File: src/rtl/srdg_pkg.sv
// Shared widths, types, item codes and small decimal helpers for the generator.
`default_nettype none
package srdg_pkg;

  localparam int VAL_W = 34;
  localparam int NDIG  = 10;
  localparam int BCD_W = 4 * NDIG;

  typedef logic [VAL_W-1:0] val_t;
  typedef logic [BCD_W-1:0] bcd_t;
  typedef logic [3:0]       digit_t;

  localparam logic KIND_SEED = 1'b0;
  localparam logic KIND_GEN  = 1'b1;

  // Quotient by ten for values below 128, by reciprocal multiplication.
  function automatic digit_t div10_q(logic [6:0] s);
    logic [17:0] p;
    p = 18'(s) * 18'd205;
    return digit_t'(p >> 11);
  endfunction

endpackage
`default_nettype wire

File: src/rtl/srdg_if.sv
// Valid/ready channel interfaces for the generator's input and result items.
`default_nettype none
interface srdg_in_if;
  logic                valid;
  logic                ready;
  logic                kind;
  srdg_pkg::val_t      seed_value;

  modport source (output valid, output kind, output seed_value, input ready);
  modport sink   (input valid, input kind, input seed_value, output ready);
endinterface

interface srdg_out_if;
  logic                valid;
  logic                ready;
  srdg_pkg::val_t      random_value;

  modport source (output valid, output random_value, input ready);
  modport sink   (input valid, input random_value, output ready);
endinterface
`default_nettype wire

File: src/rtl/super_random_decimal_generator_unit.sv
// Top level: decimal digit-serial engine running one Algorithm K per generate item.
//
//   Channel   Direction  Handshake        Payload
//   in_ch     input      valid/ready      kind (1 b), seed_value (34 b)
//   out_ch    output     valid/ready      random_value (34 b)
//
// The value is held as ten BCD digits. A seed item is converted by
// double dabble, which shifts in one binary bit per cycle. A generate
// item runs up to ten passes; each multiply (steps K4, K5, K8, K10, K12) goes
// through one shared digit-by-digit multiply cell, the additions and
// subtractions of K6 and K10 and the shifts of K11 run digit-serially, the
// other steps are single updates, and a final decimal-to-binary conversion
// forms the result. Reset is synchronous and active low and clears the
// value to zero. One item is worked on at a time; a finished result waits
// in the output register, and new items are taken while it waits.
`default_nettype none
module super_random_decimal_generator_unit (
  input  wire logic        clk,
  input  wire logic        rst_n,
  srdg_in_if.sink          in_ch,
  srdg_out_if.source       out_ch
);

  typedef enum logic [2:0] {
    S_IDLE, S_SEED, S_PASS, S_STEP, S_MUL, S_ADD, S_NORM, S_CONV
  } state_t;

  typedef enum logic [1:0] {
    OP_ADD_K6, OP_NEG, OP_ADD_K10, OP_SUB_K10
  } op_t;

  localparam logic [3:0] K3  = 4'd3;
  localparam logic [3:0] K4  = 4'd4;
  localparam logic [3:0] K5  = 4'd5;
  localparam logic [3:0] K6  = 4'd6;
  localparam logic [3:0] K7  = 4'd7;
  localparam logic [3:0] K8  = 4'd8;
  localparam logic [3:0] K9  = 4'd9;
  localparam logic [3:0] K10 = 4'd10;
  localparam logic [3:0] K11 = 4'd11;
  localparam logic [3:0] K12 = 4'd12;

  // Decimal constants of the algorithm, one BCD digit per nibble.
  localparam srdg_pkg::bcd_t BCD_MULT   = 40'h1001001001;
  localparam srdg_pkg::bcd_t BCD_K6ADD  = 40'h9814055677;
  localparam srdg_pkg::bcd_t BCD_K10ADD = 40'h0000099999;

  localparam int DD_W = srdg_pkg::BCD_W + 4;

  function automatic srdg_pkg::digit_t digit_of(srdg_pkg::bcd_t v, logic [3:0] i);
    srdg_pkg::digit_t d;
    d = '0;
    for (int k = 0; k < srdg_pkg::NDIG; k++) begin
      if (i == 4'(k)) d = v[4*k +: 4];
    end
    return d;
  endfunction

  // Subtract one from a nonzero decimal value.
  function automatic srdg_pkg::bcd_t bcd_dec(srdg_pkg::bcd_t v);
    srdg_pkg::bcd_t r;
    logic           bw;
    r  = v;
    bw = 1'b1;
    for (int k = 0; k < srdg_pkg::NDIG; k++) begin
      if (bw) begin
        if (v[4*k +: 4] == 4'd0) begin
          r[4*k +: 4] = 4'd9;
        end else begin
          r[4*k +: 4] = v[4*k +: 4] - 4'd1;
          bw          = 1'b0;
        end
      end
    end
    return r;
  endfunction

  // Step K9: every nonzero digit goes down by one.
  function automatic srdg_pkg::bcd_t digits_dec(srdg_pkg::bcd_t v);
    srdg_pkg::bcd_t r;
    for (int k = 0; k < srdg_pkg::NDIG; k++) begin
      r[4*k +: 4] = (v[4*k +: 4] == 4'd0) ? 4'd0 : v[4*k +: 4] - 4'd1;
    end
    return r;
  endfunction

  function automatic logic all_bcd(srdg_pkg::bcd_t v);
    logic ok;
    ok = 1'b1;
    for (int k = 0; k < srdg_pkg::NDIG; k++) begin
      if (v[4*k +: 4] > 4'd9) ok = 1'b0;
    end
    return ok;
  endfunction

  state_t               state_r, state_nxt;
  srdg_pkg::bcd_t       x_r, x_nxt;
  srdg_pkg::digit_t     y_r, y_nxt;
  logic [3:0]           step_r, step_nxt;
  logic [5:0]           cnt_r, cnt_nxt;
  logic [DD_W-1:0]      dd_r, dd_nxt;
  srdg_pkg::val_t       bin_r, bin_nxt;
  srdg_pkg::bcd_t       ma_r, ma_nxt, mb_r, mb_nxt, mw_r, mw_nxt, ml_r, ml_nxt;
  srdg_pkg::digit_t     mc_r, mc_nxt;
  logic [3:0]           icnt_r, icnt_nxt, jcnt_r, jcnt_nxt;
  op_t                  op_r, op_nxt;
  logic                 cy_r, cy_nxt;
  srdg_pkg::val_t       acc_r, acc_nxt;
  logic                 out_val_r, out_val_nxt;
  srdg_pkg::val_t       out_data_r, out_data_nxt;

  // Multiply cell: one digit product per cycle into a rotating ten-digit window.
  logic [6:0]           m_sum;
  srdg_pkg::digit_t     m_q, m_r;
  srdg_pkg::bcd_t       mw_fin, ml_fin, mul_mid;

  assign m_sum   = 7'(ma_r[3:0]) * 7'(mb_r[3:0]) + 7'(mw_r[3:0]) + 7'(mc_r);
  assign m_q     = srdg_pkg::div10_q(m_sum);
  assign m_r     = 4'(m_sum - 7'(m_q) * 7'd10);
  assign mw_fin  = {mc_r, mw_r[srdg_pkg::BCD_W-1:4]};
  assign ml_fin  = {mw_r[3:0], ml_r[srdg_pkg::BCD_W-1:4]};
  // Digits five to fourteen of the twenty-digit product.
  assign mul_mid = {mw_fin[19:0], ml_fin[srdg_pkg::BCD_W-1:20]};

  // Serial decimal adder and subtractor working on the low digit of x.
  srdg_pkg::digit_t     a_dig, k_dig, add_res;
  logic [4:0]           add_t;
  logic                 add_cy;

  always_comb begin
    a_dig = x_r[3:0];
    case (op_r)
      OP_ADD_K6:  k_dig = digit_of(BCD_K6ADD, cnt_r[3:0]);
      OP_ADD_K10: k_dig = digit_of(BCD_K10ADD, cnt_r[3:0]);
      OP_SUB_K10: k_dig = digit_of(BCD_K10ADD, cnt_r[3:0]);
      default:    k_dig = '0;
    endcase
    case (op_r)
      OP_ADD_K6, OP_ADD_K10: begin
        add_t = {1'b0, a_dig} + {1'b0, k_dig} + {4'b0, cy_r};
        if (add_t >= 5'd10) begin
          add_res = 4'(add_t - 5'd10);
          add_cy  = 1'b1;
        end else begin
          add_res = add_t[3:0];
          add_cy  = 1'b0;
        end
      end
      default: begin
        if (op_r == OP_NEG) begin
          add_t = 5'd0 - {1'b0, a_dig} - {4'b0, cy_r};
        end else begin
          add_t = {1'b0, a_dig} - {1'b0, k_dig} - {4'b0, cy_r};
        end
        if (add_t[4]) begin
          add_res = 4'(add_t + 5'd10);
          add_cy  = 1'b1;
        end else begin
          add_res = add_t[3:0];
          add_cy  = 1'b0;
        end
      end
    endcase
  end

  // Double-dabble correction of every digit before the next shift.
  logic [DD_W-1:0]      dd_adj;
  always_comb begin
    for (int k = 0; k < DD_W / 4; k++) begin
      dd_adj[4*k +: 4] = (dd_r[4*k +: 4] >= 4'd5) ? dd_r[4*k +: 4] + 4'd3
                                                   : dd_r[4*k +: 4];
    end
  end

  // Where the step chain goes after the current step completes.
  state_t               adv_state;
  logic [3:0]           adv_step;
  srdg_pkg::digit_t     adv_y;
  always_comb begin
    adv_state = S_STEP;
    adv_step  = step_r + 4'd1;
    adv_y     = y_r;
    if (step_r == K12) begin
      adv_step = step_r;
      if (y_r == 4'd0) begin
        adv_state = S_CONV;
      end else begin
        adv_state = S_PASS;
        adv_y     = y_r - 4'd1;
      end
    end
  end

  logic in_take;
  assign in_ch.ready         = (state_r == S_IDLE);
  assign in_take             = in_ch.valid && (state_r == S_IDLE);
  assign out_ch.valid        = out_val_r;
  assign out_ch.random_value = out_data_r;

  always_comb begin
    state_nxt    = state_r;
    x_nxt        = x_r;
    y_nxt        = y_r;
    step_nxt     = step_r;
    cnt_nxt      = cnt_r;
    dd_nxt       = dd_r;
    bin_nxt      = bin_r;
    ma_nxt       = ma_r;
    mb_nxt       = mb_r;
    mw_nxt       = mw_r;
    ml_nxt       = ml_r;
    mc_nxt       = mc_r;
    icnt_nxt     = icnt_r;
    jcnt_nxt     = jcnt_r;
    op_nxt       = op_r;
    cy_nxt       = cy_r;
    acc_nxt      = acc_r;
    out_val_nxt  = out_val_r && !out_ch.ready;
    out_data_nxt = out_data_r;

    case (state_r)
      S_IDLE: begin
        if (in_take) begin
          if (in_ch.kind == srdg_pkg::KIND_SEED) begin
            bin_nxt   = in_ch.seed_value;
            dd_nxt    = '0;
            cnt_nxt   = '0;
            state_nxt = S_SEED;
          end else begin
            y_nxt     = x_r[srdg_pkg::BCD_W-1 -: 4];
            state_nxt = S_PASS;
          end
        end
      end
      S_SEED: begin
        if (cnt_r < 6'(srdg_pkg::VAL_W)) begin
          dd_nxt  = {dd_adj[DD_W-2:0], bin_r[srdg_pkg::VAL_W-1]};
          bin_nxt = {bin_r[srdg_pkg::VAL_W-2:0], 1'b0};
          cnt_nxt = cnt_r + 6'd1;
        end else begin
          // The eleventh digit is dropped, which reduces the seed mod 10^10.
          x_nxt     = dd_r[srdg_pkg::BCD_W-1:0];
          state_nxt = S_IDLE;
        end
      end
      S_PASS: begin
        step_nxt  = x_r[35:32] + K3;
        state_nxt = S_STEP;
      end
      S_STEP: begin
        state_nxt = adv_state;
        step_nxt  = adv_step;
        y_nxt     = adv_y;
        cnt_nxt   = '0;
        acc_nxt   = '0;
        mw_nxt    = '0;
        ml_nxt    = '0;
        mc_nxt    = '0;
        icnt_nxt  = '0;
        jcnt_nxt  = '0;
        cy_nxt    = 1'b0;
        ma_nxt    = x_r;
        mb_nxt    = x_r;
        case (step_r)
          K3: begin
            if (x_r[39:36] < 4'd5) x_nxt[39:36] = x_r[39:36] + 4'd5;
          end
          K4: begin
            state_nxt = S_MUL;
            step_nxt  = step_r;
            y_nxt     = y_r;
          end
          K5, K8: begin
            mb_nxt    = BCD_MULT;
            state_nxt = S_MUL;
            step_nxt  = step_r;
            y_nxt     = y_r;
          end
          K6: begin
            op_nxt    = (x_r[39:32] == 8'd0) ? OP_ADD_K6 : OP_NEG;
            state_nxt = S_ADD;
            step_nxt  = step_r;
            y_nxt     = y_r;
          end
          K7: begin
            x_nxt = {x_r[19:0], x_r[39:20]};
          end
          K9: begin
            x_nxt = digits_dec(x_r);
          end
          K10: begin
            if (x_r[39:20] == 20'd0) begin
              state_nxt = S_MUL;
            end else begin
              op_nxt    = OP_SUB_K10;
              state_nxt = S_ADD;
            end
            step_nxt = step_r;
            y_nxt    = y_r;
          end
          K11: begin
            state_nxt = S_NORM;
            step_nxt  = step_r;
            y_nxt     = y_r;
          end
          K12: begin
            // A zero value stays zero; otherwise form X times X minus one.
            if (x_r != '0) begin
              ma_nxt    = bcd_dec(x_r);
              state_nxt = S_MUL;
              step_nxt  = step_r;
              y_nxt     = y_r;
            end
          end
          default: ;
        endcase
      end
      S_MUL: begin
        if (icnt_r != 4'd10) begin
          ma_nxt   = {ma_r[3:0], ma_r[srdg_pkg::BCD_W-1:4]};
          mw_nxt   = {m_r, mw_r[srdg_pkg::BCD_W-1:4]};
          mc_nxt   = m_q;
          icnt_nxt = icnt_r + 4'd1;
        end else begin
          ml_nxt   = ml_fin;
          mw_nxt   = mw_fin;
          mc_nxt   = '0;
          mb_nxt   = {mb_r[3:0], mb_r[srdg_pkg::BCD_W-1:4]};
          icnt_nxt = '0;
          jcnt_nxt = jcnt_r + 4'd1;
          if (jcnt_r == 4'd9) begin
            cnt_nxt = '0;
            acc_nxt = '0;
            cy_nxt  = 1'b0;
            if (step_r == K4 || step_r == K12) begin
              x_nxt     = mul_mid;
              state_nxt = adv_state;
              step_nxt  = adv_step;
              y_nxt     = adv_y;
            end else if (step_r == K10) begin
              x_nxt     = ml_fin;
              op_nxt    = OP_ADD_K10;
              state_nxt = S_ADD;
            end else begin
              x_nxt     = ml_fin;
              state_nxt = adv_state;
              step_nxt  = adv_step;
              y_nxt     = adv_y;
            end
          end
        end
      end
      S_ADD: begin
        x_nxt   = {add_res, x_r[srdg_pkg::BCD_W-1:4]};
        cy_nxt  = add_cy;
        cnt_nxt = cnt_r + 6'd1;
        if (cnt_r == 6'd9) begin
          cnt_nxt   = '0;
          acc_nxt   = '0;
          state_nxt = adv_state;
          step_nxt  = adv_step;
          y_nxt     = adv_y;
        end
      end
      S_NORM: begin
        if (x_r[39:36] == 4'd0 && cnt_r < 6'd10) begin
          x_nxt   = {x_r[srdg_pkg::BCD_W-5:0], 4'd0};
          cnt_nxt = cnt_r + 6'd1;
        end else begin
          cnt_nxt   = '0;
          acc_nxt   = '0;
          state_nxt = adv_state;
          step_nxt  = adv_step;
          y_nxt     = adv_y;
        end
      end
      S_CONV: begin
        if (cnt_r < 6'd10) begin
          acc_nxt = (acc_r << 3) + (acc_r << 1)
                  + {{(srdg_pkg::VAL_W-4){1'b0}}, x_r[39:36]};
          x_nxt   = {x_r[srdg_pkg::BCD_W-5:0], x_r[39:36]};
          cnt_nxt = cnt_r + 6'd1;
        end else if (!out_val_r || out_ch.ready) begin
          out_data_nxt = acc_r;
          out_val_nxt  = 1'b1;
          state_nxt    = S_IDLE;
        end
      end
      default: state_nxt = S_IDLE;
    endcase
  end

  always_ff @(posedge clk) begin
    if (!rst_n) begin
      state_r   <= S_IDLE;
      x_r       <= '0;
      out_val_r <= 1'b0;
    end else begin
      state_r   <= state_nxt;
      x_r       <= x_nxt;
      out_val_r <= out_val_nxt;
    end
    y_r        <= y_nxt;
    step_r     <= step_nxt;
    cnt_r      <= cnt_nxt;
    dd_r       <= dd_nxt;
    bin_r      <= bin_nxt;
    ma_r       <= ma_nxt;
    mb_r       <= mb_nxt;
    mw_r       <= mw_nxt;
    ml_r       <= ml_nxt;
    mc_r       <= mc_nxt;
    icnt_r     <= icnt_nxt;
    jcnt_r     <= jcnt_nxt;
    op_r       <= op_nxt;
    cy_r       <= cy_nxt;
    acc_r      <= acc_nxt;
    out_data_r <= out_data_nxt;
  end

  // A generate item always opens a pass on the next cycle.
  a_gen_pass: assert property (@(posedge clk) disable iff (!rst_n)
    (in_take && in_ch.kind == srdg_pkg::KIND_GEN) |=> state_r == S_PASS)
    else $error("generate item did not start a pass");

  // The value holds only decimal digits whenever a pass begins.
  a_bcd_value: assert property (@(posedge clk) disable iff (!rst_n)
    state_r == S_PASS |-> all_bcd(x_r))
    else $error("value holds a non-decimal digit");

  // The step chain never leaves K3 to K12.
  a_step_range: assert property (@(posedge clk) disable iff (!rst_n)
    state_r == S_STEP |-> (step_r >= K3 && step_r <= K12))
    else $error("step out of range");

  // The multiply cell counters stay within one ten-by-ten digit sweep.
  a_mul_cnt: assert property (@(posedge clk) disable iff (!rst_n)
    state_r == S_MUL |-> (icnt_r <= 4'd10 && jcnt_r <= 4'd9))
    else $error("multiply counter overrun");

endmodule
`default_nettype wire

File: src/flat_wrapper.sv
// flat-port wrapper written by rule: the top's interface ports become plain ports
module super_random_decimal_generator_unit_flat 
  (clk, rst_n, in_ch_valid, in_ch_kind, in_ch_seed_value, in_ch_ready, out_ch_valid, out_ch_random_value, out_ch_ready);
  srdg_in_if in_ch_i ();
  srdg_out_if out_ch_i ();
  input  wire logic clk;
  input  wire logic rst_n;
  input wire logic [$bits(in_ch_i.valid)-1:0] in_ch_valid;
  input wire logic [$bits(in_ch_i.kind)-1:0] in_ch_kind;
  input wire logic [$bits(in_ch_i.seed_value)-1:0] in_ch_seed_value;
  output wire logic [$bits(in_ch_i.ready)-1:0] in_ch_ready;
  output wire logic [$bits(out_ch_i.valid)-1:0] out_ch_valid;
  output wire logic [$bits(out_ch_i.random_value)-1:0] out_ch_random_value;
  input wire logic [$bits(out_ch_i.ready)-1:0] out_ch_ready;
  assign in_ch_i.valid = in_ch_valid;
  assign in_ch_i.kind = in_ch_kind;
  assign in_ch_i.seed_value = in_ch_seed_value;
  assign in_ch_ready = in_ch_i.ready;
  assign out_ch_valid = out_ch_i.valid;
  assign out_ch_random_value = out_ch_i.random_value;
  assign out_ch_i.ready = out_ch_ready;
  super_random_decimal_generator_unit u_core (.clk(clk), .rst_n(rst_n), .in_ch(in_ch_i), .out_ch(out_ch_i));
endmodule
File: config.mk
export PLATFORM = sky130hd
export DESIGN_NAME = super_random_decimal_generator_unit_flat
export DESIGN_NICKNAME = d
export VERILOG_FILES = /design/src/rtl/srdg_pkg.sv /design/src/rtl/srdg_if.sv /design/src/rtl/super_random_decimal_generator_unit.sv /design/src/flat_wrapper.sv
export SDC_FILE = /design/constraint.sdc
export NUM_CORES = 1
export LEC_CHECK = 0
export BUFFER_PORTS_ARGS = -buffer_cell sky130_fd_sc_hd__buf_2
export CORE_ASPECT_RATIO = 1.5
export CORE_UTILIZATION = 60
export CTS_CLUSTER_SIZE = 24
export DETAILED_ROUTE_END_ITERATION = 6
export MAX_ROUTING_LAYER = met4
export PLACE_DENSITY = 0.82
export SYNTH_ARGS = -nofsm -noshare
export SYNTH_HDL_FRONTEND = slang
export SYNTH_SLANG_ARGS = --single-unit
File: constraint.sdc
create_clock -name clk -period 9 [get_ports clk]
set_input_delay 2.25 -clock clk [delete_from_list [all_inputs] [get_ports clk]]
set_output_delay 2.25 -clock clk [all_outputs]
set_load 0.005 [all_outputs]
==> flow_summary.ini, run 1 <==
[logic_synthesis]
synth-edff-count = 327
syn_nets = 2691
synth-seq-cells = 371
async_reset_ff_share_pct = 0
netlist_area_um2 = 23650
synth_cell_types = 88
postSynthCellCount = 2465
synth_area_per_cell_um2 = 9.593
yosysSeqAreaShare_pct = 45.25
yosys_warnings = 0
ys.flop_type = edfxtp_1

[setup_path]
crit_path_frequent_cell = fa_1
required_ps = 9280
r2r-start = u_core.ma_r[0]
slowest_delay_ps = 550
cp_max_fo = 5
path_class = flip-flop to flip-flop
end_kind = flip-flop
worst_path_max_delay_cell = fa_1
r2r_slack_ps = 1570
worst_setup_path_start_kind = flip-flop
crit_arrival_ps = 7710
reg2reg_depth = 28
r2r_end = u_core.mw_r[39]

[pwr]
p_sw_uw = 4463
p_clk_share_pct = 16.2
p_total_uw = 9912
leakagePower_uw = 0.009804
power_density_nw_per_um2 = 388.2
p_int_uw = 5449
seqPwrFrac_pct = 28.6
ir_worst_vdd_mv = 0.3620
combPwrFrac_pct = 55.2
p_sw_share_pct = 45.02

[min_path]
min_delay_worst_endpoint = u_core.out_ch.random_value[33]
holdPathStages = 0
min_path_type = flip-flop to flip-flop
hp-start = u_core.acc_r[33]

[cells_and_area]
finish.utilization_pct = 66.06
final_common_cell = nand2_1
area_growth_syn_to_layout_pct = 7.968
fillers = 3004
final_cell_mix = nand2_1 (364), edfxtp_1 (327), nor2_1 (206), a21oi_1 (184), ha_1 (161)
finalNetCount = 2681
drive_gt1_share_pct = 8.531

[drt]
wl_per_cell_um = 23.55
drt_iter0_drc = 2351
route.antenna.remaining_nets = 0
vias = 19530
dr.pass1.iters = 7
vias_per_cell = 6.546
drc = 4
drt-total-wl_um = 70270

[timing]
hold_viol = 0
slew_headroom_pct = 14.04
fin_crit_sh_pct = 82.59
min_period_ps = 7433
setup_tns_ps = 0
tightest_slew_ps = 1276
rsz0062_at_grt = false
skew_ps = 23.90
fmax_ghz = 0.1345
fin_hold_ws_ps = 427.5
maxSlewViolCount = 0
finalSetupViolations = 0

[floorplanning]
io_pins = 75
rows = 88
start_util_pct = 61.19
fp.dieW_um = 164.1
coreArea_um2 = 38650
dieArea_um2 = 40230
die_y_um = 245.1

[clock_tree]
hold_buffers = 0
cts_tree = yes
cts-root-buf = clkbuf_16
path_clk_slew_ps = 70
clock_sinks = 371
cts_inserted_buffers = 38
htreeDepth = 2
clock_latency_ps = 560
cts_setup_buffers = 0
clockBufferDepth = 3
ctsResizeCount = 0

[global_routing]
antenna_found_initial = 4
grt_pass1_wl_um = 108200
grt_max_degree = 171
grt_usage_pct = 36.73
grt_overflow = 0
grt_pass1_vias = 19010

[run_status]
status = complete, but fails checks
violations = design-rule violations

[place]
io_buffers = 74
dp_hpwl_um = 47700
gp_congestion = 1.033

[flow_run]
drv_cap = 0
## routing by layer
metal	part of all wire, %	vias up	track usage, %
met4	9.2	0	29.58
met2	47	1123	57.11
met3	8.8	381	8.601
met1	35	9242	39.91
met5	0	-	-
li1	-	8786	-
## power by group through the flow
stage                     sequential (µW)  clock (µW)  combinational, µW
after detailed placement             2830           0               5400
after floorplan                      2610           0               4260
after global routing                 2850        1680               6180
after CTS                            2790        1620               5450
final                                2830        1610               5470
after global placement               2810           0               5290
## cell usage after synthesis (all sizes together), types with 4 or more instances
library cell,n,area share [%]
nand2,368,5.9
edfxtp,327,42
nor2,211,3.4
a21oi,185,4.0
o21ai,172,3.7
ha,161,8.5
inv,116,1.8
clkbuf,110,1.8
and2,93,2.5
xnor2,59,2.2
buf,48,0.98
dfxtp,44,3.7
nor3,41,0.91
xor2,34,1.3
a211oi,32,1.1
nand3,32,0.70
a22o,31,1.1
a21boi,30,0.95
mux2i,28,1.2
fa,26,2.2
nand2b,26,0.72
a21o,25,0.79
nor2b,25,0.66
o211ai,25,0.79
o221ai,17,0.63
a22oi,15,0.48
a31oi,15,0.40
a2111oi,13,0.53
nor3b,12,0.47
nor4,12,0.62
o21bai,12,0.38
o311ai,12,0.51
and3,11,0.29
nand4,8,0.28
o22ai,8,0.21
or3,8,0.21
a221oi,7,0.31
o21a,7,0.22
nand3b,6,0.19
and3b,4,0.15
o211a,4,0.17
o31ai,4,0.13
or2,4,0.11
## state kept, by name, summed over array words and instances, names as in the netlist, 6 cells and up
| register | count |
|---|---|
| u_core.dd_r | 40 |
| u_core.bin_r | 34 |
| u_core.out_ch.random_value | 34 |
| u_core.x_r | 40 |
| u_core.ma_r | 40 |
| u_core.mb_r | 40 |
| u_core.acc_r | 34 |
| u_core.cnt_r | 6 |
| u_core.mw_r | 40 |
| u_core.ml_r | 36 |
## worst max path at each step
stage          slack [ps]               to            from
2_1_floorplan         920  u_core.bin_r[0]     in_ch_valid
3_3_place_gp         1640  u_core.mw_r[39]  u_core.ma_r[0]
3_5_place_dp         1600  u_core.mw_r[39]  u_core.ma_r[0]
4_1_cts              1560  u_core.mw_r[39]  u_core.ma_r[0]
5_1_grt              1080  u_core.mw_r[39]  u_core.ma_r[0]
6_report             1570  u_core.mw_r[39]  u_core.ma_r[0]
## cells by family after synthesis
| family | share of synthesized area (%) |
|---|---|
| adders and majority gates | 10.72 |
| xor gates and xnor gates | 3.444 |
| buffers and inverters | 4.587 |
| and+or+nand+nor | 17.31 |
| muxes | 1.280 |
| DFF | 45.25 |
| AOI/OAI and AO/OA | 17.41 |
## per-stage QoR
stage | std cells | area (µm²) | setup WS, ps
global placement | 2908 | 24270 | 1637
finish | 2984 | 25530 | 1567
detailed placement | 2908 | 24270 | 1598
floorplan | 2465 | 23650 | 925.0
global route | 2984 | 25530 | 1075
CTS | 2978 | 25500 | 1561
## cell type report
type | instances | area (µm²) | share of cell area (%)
diodes | 4 | 10.01 | 0.03920
clock buffers | 49 | 1013 | 3.969
clock inverters | 21 | 216.5 | 0.8478
inverters | 117 | 439.2 | 1.720
multi-input cells | 1819 | 11890 | 46.58
flip-flops and latches | 371 | 10700 | 41.92
well taps | 495 | 619.3 | 2.426
repair buffers | 108 | 638.1 | 2.499
## worst max-delay path, delay by kind of cell, from the launching register on
family | cells | cell delay, ps
xor+xnor | 5 | 1030
flops | 1 | 440
simple gates | 1 | 110
compound gates | 6 | 830
buf+inv | 5 | 310
fa+ha+maj | 11 | 4440
Note: power is estimated with default switching activity, not from simulation.
==> run 2, diff against run 1 <==
Clock period 9 ns to 7.5 ns, I/O delays scaled along.
==> run 2 against run 1 <==
The flow still finishes with violations (design-rule violations). Core utilization increased by 0.55 points. Register-to-register slack got worse by 1300 ps. Routed wire length increased by 2.1%. Design area increased by 0.83%. Maximum frequency increased by 3.2%. Via count increased by 0.40%. Flip-flop and latch count unchanged. Critical path depth unchanged.
==> flow_summary.ini, run 2 (synthesis results as in run 1) <==
[timing]
setup_tns_ps = 0
hold_viol = 0
tightest_slew_ps = 1180
min_period_ps = 7202
slew_headroom_pct = 20.48
fin_crit_sh_pct = 96.03
skew_ps = 47.37
finalSetupViolations = 0
maxSlewViolCount = 0
fin_hold_ws_ps = 442.0
fmax_ghz = 0.1388

[run_status]
status = complete, but fails checks
violations = design-rule violations

[setup_path]
worst_setup_path_start_kind = flip-flop
cp_max_fo = 3
required_ps = 7780
crit_path_frequent_cell = ha_1
cp_top_family = adder cells
worst_path_max_delay_cell = fa_1
crit_arrival_ps = 7480
crit_buf_inv = 6
path_class = flip-flop to flip-flop
end_kind = flip-flop
slowest_delay_ps = 530

[global_routing]
grt_pass1_wl_um = 109700
antenna_found_initial = 6
grt_usage_pct = 37.71
grt_max_degree = 89
grt_pass1_vias = 19070
grt_overflow = 0

[floorplanning]
rows = 88
dieArea_um2 = 40230
io_pins = 75
coreArea_um2 = 38650
fp.dieW_um = 164.1
start_util_pct = 61.19
die_y_um = 245.1

[flow_run]
drv_cap = 0

[min_path]
min_path_type = flip-flop to flip-flop

[place]
dp_hpwl_um = 48860
gp_congestion = 1.048
io_buffers = 74

[clock_tree]
clockBufferDepth = 3
cts_inserted_buffers = 39
cts-root-buf = clkbuf_16
cts_tree = yes
clock_sinks = 371
path_clk_slew_ps = 60
htreeDepth = 2
clock_latency_ps = 590
hold_buffers = 0

[drt]
vias = 19610
route.antenna.remaining_nets = 0
drc = 21
dr.pass1.iters = 7
vias_per_cell = 6.530
drt_iter0_drc = 2233
drt-total-wl_um = 71710
wl_per_cell_um = 23.88

[pwr]
p_int_uw = 7141
p_clk_share_pct = 15.2
seqPwrFrac_pct = 26.5
p_sw_share_pct = 44.46
ir_worst_vdd_mv = 0.9273
combPwrFrac_pct = 58.3
p_sw_uw = 5717
power_density_nw_per_um2 = 499.5
leakagePower_uw = 0.009917

[cells_and_area]
finalNetCount = 2697
final_cell_mix = nand2_1 (364), edfxtp_1 (327), nor2_1 (205), a21oi_1 (181), o21ai_0 (162)
drive_gt1_share_pct = 9.800
final_common_cell = nand2_1
area_growth_syn_to_layout_pct = 8.868
==> run 2: metal layers <==
metal  up-vias  track usage, %  part of all wire [%]
met1      9231           40.80                    34
met5         -               -                     0
met3       411           9.361                   8.9
met4         0           30.17                   9.9
li1       8810               -                     -
met2      1158           58.51                    47
==> run 2: path summary, 6_finish.rpt <==
check,from,to,slack (ps),depth (start not counted)
worst max register to register,u_core.mb_r[2],u_core.mw_r[39],300,28
worst min-delay path,u_core.acc_r[33],u_core.out_ch.random_value[33],440,0
worst max-delay path,u_core.mb_r[2],u_core.mw_r[39],300,28
worst min register to register,u_core.acc_r[33],u_core.out_ch.random_value[33],440,0
==> run 2: repair_timing <==
action | 4_1_cts | 5_1_grt
resized for setup | 0 | 11
buffers inserted | 0 | 10
setup endpoints to repair | 0 | 2
==> run 2: stage by stage <==
stage | total power (µW) | setup slack (ps) | instances | util (%) | area [µm²]
floorplan | 8226 | 674.0 | 2465 | - | 23650
global placement | 9793 | 134.1 | 2914 | 62.91 | 24310
detailed placement | 9935 | 110.2 | 2914 | 62.91 | 24310
CTS | 11930 | 63.50 | 2984 | 66.19 | 25580
global route | 13880 | -93.57 | 3001 | 66.60 | 25740
finish | 12860 | 297.7 | 3003 | 66.61 | 25740
==> run 2: cell type report <==
cell class	instances	area (µm²)
antenna	8	20.02
tap	495	619.3
fill	2974	12900
multi-input combinational	1819	11960
sequential	371	10700
clock inverter	27	256.5
timing repair buffer	123	735.7
inverter	117	439.2
clock buffer	43	1011
==> run 2: power by group through the flow <==
stage	clock network [µW]	registers [µW]	logic (µW)
final	1960	3410	7490
after global routing	2050	3430	8400
after CTS	1970	3370	6590
after detailed placement	0	3410	6530
after global placement	0	3380	6410
after floorplan	0	3120	5110
